$ cat src/rtl/core/serial_frame_parser_xor_defines.svh
// ----------------------------------------------------------------------------
// Serial frame parser assertion macros
// Shared assertion helpers for the serial frame parser. Each macro samples on
// the rising edge of clk and is disabled while rst_n is low.
// ----------------------------------------------------------------------------
`ifndef SERIAL_FRAME_PARSER_XOR_DEFINES_SVH
`define SERIAL_FRAME_PARSER_XOR_DEFINES_SVH

`ifndef SYNTHESIS

// The condition must never be true.
`define SFPX_ASSERT_NEVER(lbl, cond) \
    lbl: assert property (@(posedge clk) disable iff (!rst_n) !(cond)) \
        else $error("serial frame parser: forbidden condition seen");

// The consequent must hold in the same cycle as the antecedent.
`define SFPX_ASSERT_IMP(lbl, ante, cons) \
    lbl: assert property (@(posedge clk) disable iff (!rst_n) (ante) |-> (cons)) \
        else $error("serial frame parser: implication failed");

// The consequent must hold in the cycle after the antecedent.
`define SFPX_ASSERT_NEXT(lbl, ante, cons) \
    lbl: assert property (@(posedge clk) disable iff (!rst_n) (ante) |=> (cons)) \
        else $error("serial frame parser: next-cycle implication failed");

`else

`define SFPX_ASSERT_NEVER(lbl, cond)
`define SFPX_ASSERT_IMP(lbl, ante, cons)
`define SFPX_ASSERT_NEXT(lbl, ante, cons)

`endif

`endif

$ cat src/rtl/core/sfpx_pkg.sv
// ----------------------------------------------------------------------------
// Serial frame parser package
// Parse phases, status codes, register indexes and the payload buffer's
// read-side struct.
// ----------------------------------------------------------------------------
`default_nettype none

package sfpx_pkg;

    localparam int BYTE_W    = 8;
    localparam int NODE_W    = 16;
    localparam int STATUS_W  = 2;
    localparam int PIDX_W    = 5;
    localparam int CFG_IDX_W = 1;

    localparam logic [BYTE_W-1:0] START_BYTE_RESET = 8'hB1;
    localparam logic [BYTE_W-1:0] CHECK_INIT_RESET = 8'h00;

    localparam logic [STATUS_W-1:0] ST_GOOD      = 2'd0;
    localparam logic [STATUS_W-1:0] ST_CHECK_ERR = 2'd1;
    localparam logic [STATUS_W-1:0] ST_COUNT_ERR = 2'd2;

    localparam logic [CFG_IDX_W-1:0] CFG_START_BYTE = 1'd0;
    localparam logic [CFG_IDX_W-1:0] CFG_CHECK_INIT = 1'd1;

    typedef enum logic [3:0] {
        PH_HUNT,
        PH_LEN,
        PH_NODE_HI,
        PH_NODE_LO,
        PH_EP,
        PH_CMD,
        PH_TYPE,
        PH_COUNT,
        PH_PAYLOAD,
        PH_SEQ,
        PH_CHECK
    } phase_t;

    // Read side of the payload buffer, one beat per payload byte.
    typedef struct packed {
        logic              busy;
        logic              valid;
        logic [BYTE_W-1:0] data;
        logic [PIDX_W-1:0] index;
        logic              last;
    } pbuf_rd_t;

endpackage

`default_nettype wire

$ cat src/rtl/core/serial_frame_parser_xor.sv
// ----------------------------------------------------------------------------
// Serial frame parser with XOR check
// Hunts for the start byte, collects one frame, checks its XOR byte and
// emits one result per payload byte, or a single status result.
// ----------------------------------------------------------------------------
// The parser takes one received byte per cycle while not stalled. Header bytes
// and payload bytes are absorbed without producing results. A count byte above
// PAYLOAD_MAX, a bad check byte, or a good frame with no payload each give one
// result beat straight into the output register as the byte is taken. A good
// frame with payload reads its bytes back from a PAYLOAD_MAX-entry memory with
// one read port, one result beat per cycle while the output is not stalled;
// input stays stalled after such a check byte until the last payload byte has
// reached the output register. Any byte other than a count or check byte is
// taken, once the buffer is idle, even while a finished result waits at the
// output; count and check bytes wait until the output register can be loaded.
`default_nettype none
`include "serial_frame_parser_xor_defines.svh"

module serial_frame_parser_xor
    import sfpx_pkg::*;
#(
    parameter int PAYLOAD_MAX = 32
)
(
    input  wire logic                  clk,
    input  wire logic                  rst_n,
    input  wire logic                  cfg_we,
    input  wire logic [CFG_IDX_W-1:0]  cfg_index,
    input  wire logic [BYTE_W-1:0]     cfg_data,
    input  wire logic                  in_valid,
    output      logic                  in_stall,
    input  wire logic [BYTE_W-1:0]     rx_byte,
    output      logic                  out_valid,
    input  wire logic                  out_stall,
    output      logic [STATUS_W-1:0]   status,
    output      logic [BYTE_W-1:0]     frame_length,
    output      logic [NODE_W-1:0]     node_id,
    output      logic [BYTE_W-1:0]     endpoint,
    output      logic [BYTE_W-1:0]     command_id,
    output      logic [BYTE_W-1:0]     command_type,
    output      logic [BYTE_W-1:0]     payload_count,
    output      logic [BYTE_W-1:0]     sequence_number,
    output      logic [BYTE_W-1:0]     payload_byte,
    output      logic [PIDX_W-1:0]     payload_index,
    output      logic                  has_payload,
    output      logic                  last
);

    localparam int AW    = (PAYLOAD_MAX > 1) ? $clog2(PAYLOAD_MAX) : 1;
    localparam int CNT_W = $clog2(PAYLOAD_MAX + 1);
    localparam logic [BYTE_W:0] COUNT_LIMIT = (BYTE_W + 1)'(PAYLOAD_MAX);

    logic [BYTE_W-1:0] start_byte_reg;
    logic [BYTE_W-1:0] check_init_reg;

    phase_t            phase_reg;
    phase_t            phase_next;
    logic [BYTE_W-1:0] length_reg;
    logic [BYTE_W-1:0] length_next;
    logic [NODE_W-1:0] node_reg;
    logic [NODE_W-1:0] node_next;
    logic [BYTE_W-1:0] endpoint_reg;
    logic [BYTE_W-1:0] endpoint_next;
    logic [BYTE_W-1:0] command_reg;
    logic [BYTE_W-1:0] command_next;
    logic [BYTE_W-1:0] type_reg;
    logic [BYTE_W-1:0] type_next;
    logic [BYTE_W-1:0] count_reg;
    logic [BYTE_W-1:0] count_next;
    logic [CNT_W-1:0]  pos_reg;
    logic [CNT_W-1:0]  pos_next;
    logic [BYTE_W-1:0] sequence_reg;
    logic [BYTE_W-1:0] sequence_next;
    logic [BYTE_W-1:0] check_reg;
    logic [BYTE_W-1:0] check_next;

    logic              in_accept;
    logic              result_phase;
    logic              out_free;
    logic              direct_load;
    logic [STATUS_W-1:0] direct_status;
    logic              buf_wr;
    logic              buf_start;
    logic              rd_take;
    logic [CNT_W-1:0]  pos_inc;
    logic [BYTE_W-1:0] check_acc;
    pbuf_rd_t          pbuf;

    logic                out_valid_reg;
    logic                out_valid_next;
    logic [STATUS_W-1:0] status_reg;
    logic [BYTE_W-1:0]   frame_length_reg;
    logic [NODE_W-1:0]   node_id_reg;
    logic [BYTE_W-1:0]   endpoint_out_reg;
    logic [BYTE_W-1:0]   command_id_reg;
    logic [BYTE_W-1:0]   command_type_reg;
    logic [BYTE_W-1:0]   payload_count_reg;
    logic [BYTE_W-1:0]   sequence_number_reg;
    logic [BYTE_W-1:0]   payload_byte_reg;
    logic [PIDX_W-1:0]   payload_index_reg;
    logic                has_payload_reg;
    logic                last_reg;

    // Configuration registers.
    always_ff @(posedge clk or negedge rst_n)
    begin
        if (!rst_n)
        begin
            start_byte_reg <= START_BYTE_RESET;
            check_init_reg <= CHECK_INIT_RESET;
        end
        else if (cfg_we)
        begin
            case (cfg_index)
                CFG_START_BYTE: start_byte_reg <= cfg_data;
                CFG_CHECK_INIT: check_init_reg <= cfg_data;
                default: ;
            endcase
        end
    end

    // Only the count and check bytes can produce a result beat, so only they
    // wait for a stalled output register.
    assign out_free     = !out_valid_reg || !out_stall;
    assign result_phase = (phase_reg == PH_COUNT) || (phase_reg == PH_CHECK);
    assign in_stall     = pbuf.busy || (result_phase && !out_free);
    assign in_accept    = in_valid && !in_stall;
    assign pos_inc      = pos_reg + 1'b1;
    assign check_acc    = check_reg ^ rx_byte;

    // Next phase.
    always_comb
    begin
        phase_next = phase_reg;
        if (in_accept)
        begin
            case (phase_reg)
                PH_HUNT:
                begin
                    if (rx_byte == start_byte_reg)
                    begin
                        phase_next = PH_LEN;
                    end
                end
                PH_LEN:     phase_next = PH_NODE_HI;
                PH_NODE_HI: phase_next = PH_NODE_LO;
                PH_NODE_LO: phase_next = PH_EP;
                PH_EP:      phase_next = PH_CMD;
                PH_CMD:     phase_next = PH_TYPE;
                PH_TYPE:    phase_next = PH_COUNT;
                PH_COUNT:
                begin
                    if ({1'b0, rx_byte} > COUNT_LIMIT)
                    begin
                        phase_next = PH_HUNT;
                    end
                    else if (rx_byte == '0)
                    begin
                        phase_next = PH_SEQ;
                    end
                    else
                    begin
                        phase_next = PH_PAYLOAD;
                    end
                end
                PH_PAYLOAD:
                begin
                    if (BYTE_W'(pos_inc) >= count_reg)
                    begin
                        phase_next = PH_SEQ;
                    end
                end
                PH_SEQ:   phase_next = PH_CHECK;
                PH_CHECK: phase_next = PH_HUNT;
                default:  phase_next = PH_HUNT;
            endcase
        end
    end

    // Field capture, check accumulation and result requests.
    always_comb
    begin
        length_next   = length_reg;
        node_next     = node_reg;
        endpoint_next = endpoint_reg;
        command_next  = command_reg;
        type_next     = type_reg;
        count_next    = count_reg;
        pos_next      = pos_reg;
        sequence_next = sequence_reg;
        check_next    = check_reg;
        direct_load   = 1'b0;
        direct_status = ST_GOOD;
        buf_wr        = 1'b0;
        buf_start     = 1'b0;
        if (in_accept)
        begin
            case (phase_reg)
                PH_HUNT:
                begin
                    if (rx_byte == start_byte_reg)
                    begin
                        check_next    = check_init_reg;
                        length_next   = '0;
                        node_next     = '0;
                        endpoint_next = '0;
                        command_next  = '0;
                        type_next     = '0;
                        count_next    = '0;
                        sequence_next = '0;
                        pos_next      = '0;
                    end
                end
                PH_LEN:
                begin
                    length_next = rx_byte;
                end
                PH_NODE_HI:
                begin
                    node_next  = {rx_byte, {BYTE_W{1'b0}}};
                    check_next = check_acc;
                end
                PH_NODE_LO:
                begin
                    node_next  = {node_reg[NODE_W-1:BYTE_W], rx_byte};
                    check_next = check_acc;
                end
                PH_EP:
                begin
                    endpoint_next = rx_byte;
                    check_next    = check_acc;
                end
                PH_CMD:
                begin
                    command_next = rx_byte;
                    check_next   = check_acc;
                end
                PH_TYPE:
                begin
                    type_next  = rx_byte;
                    check_next = check_acc;
                end
                PH_COUNT:
                begin
                    count_next = rx_byte;
                    check_next = check_acc;
                    pos_next   = '0;
                    if ({1'b0, rx_byte} > COUNT_LIMIT)
                    begin
                        direct_load   = 1'b1;
                        direct_status = ST_COUNT_ERR;
                    end
                end
                PH_PAYLOAD:
                begin
                    buf_wr     = 1'b1;
                    check_next = check_acc;
                    pos_next   = pos_inc;
                end
                PH_SEQ:
                begin
                    sequence_next = rx_byte;
                    check_next    = check_acc;
                end
                PH_CHECK:
                begin
                    if (rx_byte != check_reg)
                    begin
                        direct_load   = 1'b1;
                        direct_status = ST_CHECK_ERR;
                    end
                    else if (count_reg == '0)
                    begin
                        direct_load   = 1'b1;
                        direct_status = ST_GOOD;
                    end
                    else
                    begin
                        buf_start = 1'b1;
                    end
                end
                default: ;
            endcase
        end
    end

    always_ff @(posedge clk or negedge rst_n)
    begin
        if (!rst_n)
        begin
            phase_reg    <= PH_HUNT;
            length_reg   <= '0;
            node_reg     <= '0;
            endpoint_reg <= '0;
            command_reg  <= '0;
            type_reg     <= '0;
            count_reg    <= '0;
            pos_reg      <= '0;
            sequence_reg <= '0;
            check_reg    <= '0;
        end
        else
        begin
            phase_reg    <= phase_next;
            length_reg   <= length_next;
            node_reg     <= node_next;
            endpoint_reg <= endpoint_next;
            command_reg  <= command_next;
            type_reg     <= type_next;
            count_reg    <= count_next;
            pos_reg      <= pos_next;
            sequence_reg <= sequence_next;
            check_reg    <= check_next;
        end
    end

    assign rd_take = pbuf.valid && out_free;

    sfpx_payload_buf #(
        .PAYLOAD_MAX (PAYLOAD_MAX)
    ) u_payload_buf (
        .clk         (clk),
        .rst_n       (rst_n),
        .wr_en       (buf_wr),
        .wr_addr     (pos_reg[AW-1:0]),
        .wr_data     (rx_byte),
        .start       (buf_start),
        .start_count (CNT_W'(count_reg)),
        .take        (rd_take),
        .rd          (pbuf)
    );

    // Output register: a direct status beat, or one payload beat per cycle while not stalled.
    always_comb
    begin
        out_valid_next = out_valid_reg;
        if (direct_load || rd_take)
        begin
            out_valid_next = 1'b1;
        end
        else if (!out_stall)
        begin
            out_valid_next = 1'b0;
        end
    end

    always_ff @(posedge clk or negedge rst_n)
    begin
        if (!rst_n)
        begin
            out_valid_reg <= 1'b0;
        end
        else
        begin
            out_valid_reg <= out_valid_next;
        end
    end

    always_ff @(posedge clk)
    begin
        if (direct_load)
        begin
            status_reg          <= direct_status;
            frame_length_reg    <= length_next;
            node_id_reg         <= node_next;
            endpoint_out_reg    <= endpoint_next;
            command_id_reg      <= command_next;
            command_type_reg    <= type_next;
            payload_count_reg   <= count_next;
            sequence_number_reg <= sequence_next;
            payload_byte_reg    <= '0;
            payload_index_reg   <= '0;
            has_payload_reg     <= 1'b0;
            last_reg            <= 1'b1;
        end
        else if (rd_take)
        begin
            status_reg          <= ST_GOOD;
            frame_length_reg    <= length_reg;
            node_id_reg         <= node_reg;
            endpoint_out_reg    <= endpoint_reg;
            command_id_reg      <= command_reg;
            command_type_reg    <= type_reg;
            payload_count_reg   <= count_reg;
            sequence_number_reg <= sequence_reg;
            payload_byte_reg    <= pbuf.data;
            payload_index_reg   <= pbuf.index;
            has_payload_reg     <= 1'b1;
            last_reg            <= pbuf.last;
        end
    end

    assign out_valid       = out_valid_reg;
    assign status          = status_reg;
    assign frame_length    = frame_length_reg;
    assign node_id         = node_id_reg;
    assign endpoint        = endpoint_out_reg;
    assign command_id      = command_id_reg;
    assign command_type    = command_type_reg;
    assign payload_count   = payload_count_reg;
    assign sequence_number = sequence_number_reg;
    assign payload_byte    = payload_byte_reg;
    assign payload_index   = payload_index_reg;
    assign has_payload     = has_payload_reg;
    assign last            = last_reg;

    `SFPX_ASSERT_NEVER(a_two_result_sources, direct_load && pbuf.valid)
    `SFPX_ASSERT_IMP(a_payload_in_range, in_accept && (phase_reg == PH_PAYLOAD), BYTE_W'(pos_reg) < count_reg)
    `SFPX_ASSERT_NEXT(a_start_hunts, buf_start, (phase_reg == PH_HUNT) && pbuf.busy)

endmodule

`default_nettype wire

$ cat src/rtl/core/sfpx_payload_buf.sv
// ----------------------------------------------------------------------------
// Serial frame parser payload buffer
// Stores the payload bytes of the frame in flight and, once it checks good,
// reads them back through a registered read stage, one per cycle unless held.
// ----------------------------------------------------------------------------
`default_nettype none
`include "serial_frame_parser_xor_defines.svh"

module sfpx_payload_buf
    import sfpx_pkg::*;
#(
    parameter int PAYLOAD_MAX = 32
)
(
    input  wire logic                                  clk,
    input  wire logic                                  rst_n,
    input  wire logic                                  wr_en,
    input  wire logic [((PAYLOAD_MAX > 1) ? $clog2(PAYLOAD_MAX) : 1)-1:0] wr_addr,
    input  wire logic [BYTE_W-1:0]                     wr_data,
    input  wire logic                                  start,
    input  wire logic [$clog2(PAYLOAD_MAX + 1)-1:0]    start_count,
    input  wire logic                                  take,
    output pbuf_rd_t                                   rd
);

    localparam int AW    = (PAYLOAD_MAX > 1) ? $clog2(PAYLOAD_MAX) : 1;
    localparam int CNT_W = $clog2(PAYLOAD_MAX + 1);

    logic [BYTE_W-1:0] mem [PAYLOAD_MAX];

    logic              emit_active_reg;
    logic              emit_active_next;
    logic [CNT_W-1:0]  emit_idx_reg;
    logic [CNT_W-1:0]  emit_idx_next;
    logic [CNT_W-1:0]  emit_cnt_reg;
    logic [CNT_W-1:0]  emit_cnt_next;
    logic              rd_valid_reg;
    logic              rd_valid_next;
    logic [BYTE_W-1:0] rd_data_reg;
    logic [PIDX_W-1:0] rd_index_reg;
    logic              rd_last_reg;
    logic              issue;
    logic              issue_last;
    logic [CNT_W-1:0]  idx_inc;

    always_ff @(posedge clk)
    begin
        if (wr_en)
        begin
            mem[wr_addr] <= wr_data;
        end
    end

    // While a run is active, a read is issued whenever the read stage is empty or being drained.
    assign issue      = emit_active_reg && (!rd_valid_reg || take);
    assign idx_inc    = emit_idx_reg + 1'b1;
    assign issue_last = (idx_inc == emit_cnt_reg);

    always_comb
    begin
        emit_active_next = emit_active_reg;
        emit_idx_next    = emit_idx_reg;
        emit_cnt_next    = emit_cnt_reg;
        rd_valid_next    = rd_valid_reg;
        if (start)
        begin
            emit_active_next = 1'b1;
            emit_idx_next    = '0;
            emit_cnt_next    = start_count;
        end
        else if (issue)
        begin
            emit_idx_next = idx_inc;
            if (issue_last)
            begin
                emit_active_next = 1'b0;
            end
        end
        if (issue)
        begin
            rd_valid_next = 1'b1;
        end
        else if (take)
        begin
            rd_valid_next = 1'b0;
        end
    end

    always_ff @(posedge clk or negedge rst_n)
    begin
        if (!rst_n)
        begin
            emit_active_reg <= 1'b0;
            emit_idx_reg    <= '0;
            emit_cnt_reg    <= '0;
            rd_valid_reg    <= 1'b0;
        end
        else
        begin
            emit_active_reg <= emit_active_next;
            emit_idx_reg    <= emit_idx_next;
            emit_cnt_reg    <= emit_cnt_next;
            rd_valid_reg    <= rd_valid_next;
        end
    end

    always_ff @(posedge clk)
    begin
        if (issue)
        begin
            rd_data_reg  <= mem[emit_idx_reg[AW-1:0]];
            rd_index_reg <= PIDX_W'(emit_idx_reg);
            rd_last_reg  <= issue_last;
        end
    end

    assign rd.busy  = emit_active_reg || rd_valid_reg;
    assign rd.valid = rd_valid_reg;
    assign rd.data  = rd_data_reg;
    assign rd.index = rd_index_reg;
    assign rd.last  = rd_last_reg;

    `SFPX_ASSERT_NEVER(a_start_while_busy, start && (emit_active_reg || rd_valid_reg))
    `SFPX_ASSERT_IMP(a_start_nonzero, start, start_count != '0)
    `SFPX_ASSERT_IMP(a_last_ends_run, rd_valid_reg && rd_last_reg, !emit_active_reg)

endmodule

`default_nettype wire
$ cat config.mk
export PLATFORM = sky130hd
export DESIGN_NAME = serial_frame_parser_xor
export DESIGN_NICKNAME = d
export VERILOG_FILES = /design/src/rtl/core/sfpx_pkg.sv /design/src/rtl/core/serial_frame_parser_xor.sv /design/src/rtl/core/sfpx_payload_buf.sv
export VERILOG_INCLUDE_DIRS = /design/src /design/src/rtl/core
export SDC_FILE = /design/constraint.sdc
export NUM_CORES = 1
export LEC_CHECK = 0
export ABC_AREA = 1
export BUFFER_PORTS_ARGS = -buffer_cell sky130_fd_sc_hd__clkbuf_2
export CAP_MARGIN = 5
export CORE_ASPECT_RATIO = 1.75
export CORE_MARGIN = 5
export CORE_UTILIZATION = 54
export DETAILED_ROUTE_END_ITERATION = 10
export PLACE_DENSITY = 0.73
export SETUP_SLACK_MARGIN = 0.05
export SLEW_MARGIN = 25
export SYNTH_ARGS = -nofsm -noshare
export SYNTH_HDL_FRONTEND = slang
export SYNTH_HIERARCHICAL = 1
export SYNTH_SLANG_ARGS = --single-unit
$ cat constraint.sdc
create_clock -name clk -period 3.8 [get_ports clk]
set_input_delay 0.95 -clock clk [delete_from_list [all_inputs] [get_ports clk]]
set_output_delay 0.95 -clock clk [all_outputs]
set_load 0.01 [all_outputs]
==> metrics.yaml <==
power:
  comb_power_share: 0.238
  p_sw_mw: 4.16
  cell_internal_pwr_mw: 8.72
  ir_drop_mv: 0.459
  power_switching_share: 0.323
  clock_power_share: 0.302
  leakage_nw: 8.86
  p_per_area_nw_per_um2: 600
  seqPwrFrac: 0.460
sta:
  maxSlewViolCount: 0
  tightest_slew_ps: 867
  finalHoldViolations: 0
  fin_skew_ps: 28.9
  min_period_over_period: 0.851
  fin_crit_ps: 3230
  final.setup.tns_ps: 0
  rsz0062_at_grt: "false"
  fmax_mhz: 309
  relSlewSlack: 0.422
  finalSetupViolations: 0
synthesis:
  syn_avg_cell_area_um2: 11.0
  ys_types: 43
  syn-num-nets: 1781
  synth_edf_count: 336
  syn_area_um2: 19300
  yosys_warnings: 6
  synth_cells: 1751
  async_flop_share: 0.244
  seq_area_frac_synth: 0.685
  ys_ff_latch: 464
  synth-main-ff-cell: "edfxtp_1"
place:
  routabilityCongestion: 0.892
  post_dp_cell_area_um2: 20300
  hpwl_um: 32700
  numPortBuffers: 104
grt:
  grt_util_all_layers: 0.239
  antenna_found_initial: 0
  grt_max_degree: 86
  grt_pass1_vias: 13100
  grt.overflow.total: 0
  grt_pass1_wl_um: 73800
floorplan:
  die-area_um2: 39800
  ios: 105
  die_w_um: 153
  initial_core_util: 0.547
  die_height_um: 260
  core_area_um2: 35300
  rows: 91
finish:
  stdcell_area_um2: 21500
  num_antenna_cells: 0
  nets: 1870
  drive_gt1_frac: 0.156
  syn2layout_area_growth_pct: 11.2
  largest_reg_flops: 256
  largest_register: "u_payload_buf/mem"
  final_common_cell: "nand2_1"
  final_cell_mix: "nand2_1, edfxtp_1, o21ai_0"
setup_path:
  crit_arrival_ps: 3480
  crit_type: "reg2reg"
  crit_path_end: "u_payload_buf/mem[29][0]$_DFFE_PP_"
  r2r_end: "u_payload_buf/mem[29][0]$_DFFE_PP_"
  worstPathMaxFanout: 16
  reg2reg_setup_slack_ps: 570
  r2r_cells: 12
  endpoint_kind: "register"
  critPathLaunch: "phase_reg[0]$_DFFE_PN0P_"
  worstReg2RegStart: "phase_reg[0]$_DFFE_PN0P_"
  crit_path_start_kind: "register"
  crit_required_ps: 4050
routing:
  avgViaCountPerCell: 5.61
  num_vias: 13100
  drc: 0
  wl_per_cell_um: 20.7
  postRouteAntennaNets: 0
  drt_first_pass_iters: 6
  drt_iter0_drc: 1039
  wl_um: 48400
clock_network:
  cts_resized: 0
  htree_levels: 2
  cts.sinks: 464
  max-clock-path-buffers: 3
  clk_pin_slew_ps: 70
  cts_setup_buffers: 0
  holdBufCountCts: 0
  clock_latency_ps: 560
  cts_tree: "built"
  root_buffer: "clkbuf_16"
  cts_inserted_buffers: 39
min_path:
  hp-class: "in2async"
outcome:
  outcome: "finished clean"
run:
  drv_cap: 0
## cell type report
cell class	instances	area (um2)
fillers	2831	13800
clock buffers	53	1070
flip-flops and latches	464	13200
multi-input cells	1035	4920
well taps	465	582
repair buffers	172	1050
inverters	128	488
clock inverters	16	144
## synthesized netlist by cell type, types with 9 or more instances
cell type,n,share of area
inv_1,115,0.022
nand2_2,9,0.0029
edfxtp_1,336,0.52
xor2_1,12,0.0054
o21ai_0,155,0.040
buf_2,30,0.0078
dfxtp_1,15,0.016
o21ai_1,36,0.0093
a21oi_2,13,0.0059
nand3_1,108,0.028
buf_4,15,0.0058
nand2_1,445,0.086
a21oi_1,52,0.013
o211ai_1,17,0.0066
nor2_1,102,0.020
buf_6,15,0.0087
dfrtp_1,109,0.14
o22ai_1,19,0.0062
clkbuf_1,63,0.012
## layer usage
metal	GRT usage	vias up	wire, um
met4	0.126	0	2700
met3	0.0336	138	2320
met5	0	-	0
met1	0.254	6408	16800
met2	0.454	455	26500
li1	-	6077	-
## per-stage QoR
step                 util  hold slack [ps]  total power, mW  cells  worst slack (ps)
finish              0.609              323             12.9   2333               567
global route        0.609              331             13.4   2333               435
CTS                 0.609              310             12.9   2333               618
detailed placement  0.574              426             9.05   2264               404
global placement    0.574              425             9.01   2264               455
floorplan               -              426             8.08   1751               188
## how the worst min path moves through the flow
| stage | end | cells after the start | start | slack [ps] |
|---|---|---|---|---|
| floorplan | u_payload_buf/rd_index_reg[2]$_DFFE_PP_ | 0 | u_payload_buf/emit_idx_reg[2]$_DFFE_PN0P_ | 430 |
| global placement | endpoint[0]$_DFFE_PP_ | 0 | endpoint_reg[0]$_DFF_PN0_ | 430 |
| detailed placement | endpoint[3]$_DFFE_PP_ | 0 | endpoint_reg[3]$_DFF_PN0_ | 430 |
| CTS | sequence_reg[3]$_DFF_PN0_ | 1 | rst_n | 310 |
| global route | sequence_reg[3]$_DFF_PN0_ | 1 | rst_n | 330 |
| finish | sequence_reg[3]$_DFF_PN0_ | 1 | rst_n | 320 |
## worst max-delay path: stages (launching register included)
cell	delay (ps)
dfrtp_1	490
nand2_2	160
inv_2	60
nand2_2	100
nand2_1	130
nand2_2	110
nand3_4	110
inv_4	210
nand2_1	260
inv_1	220
nand3_1	520
nor2_1	320
buf_4	220
## kinds of logic after synthesis
logic type	after synthesis	share of synthesized area
AND/OR/NAND/NOR	704	0.154
flip-flops	464	0.685
AO/OA/AOI/OAI	300	0.0850
buffers and inverters	252	0.0606
XOR/XNOR	15	0.00680
multiplexers	8	0.00415
adder cells (fa/ha/maj)	8	0.00518
## power by group through the flow
stage	combinational, mW	sequential [mW]	clock (mW)
finish	3.06	5.93	3.89
detailed placement	3.02	6.03	0
CTS	3.05	5.93	3.94
global placement	2.98	6.02	0
floorplan	2.09	5.99	0
global route	3.31	5.95	4.17
No activity file was read; power rests on OpenSTA's default activity.
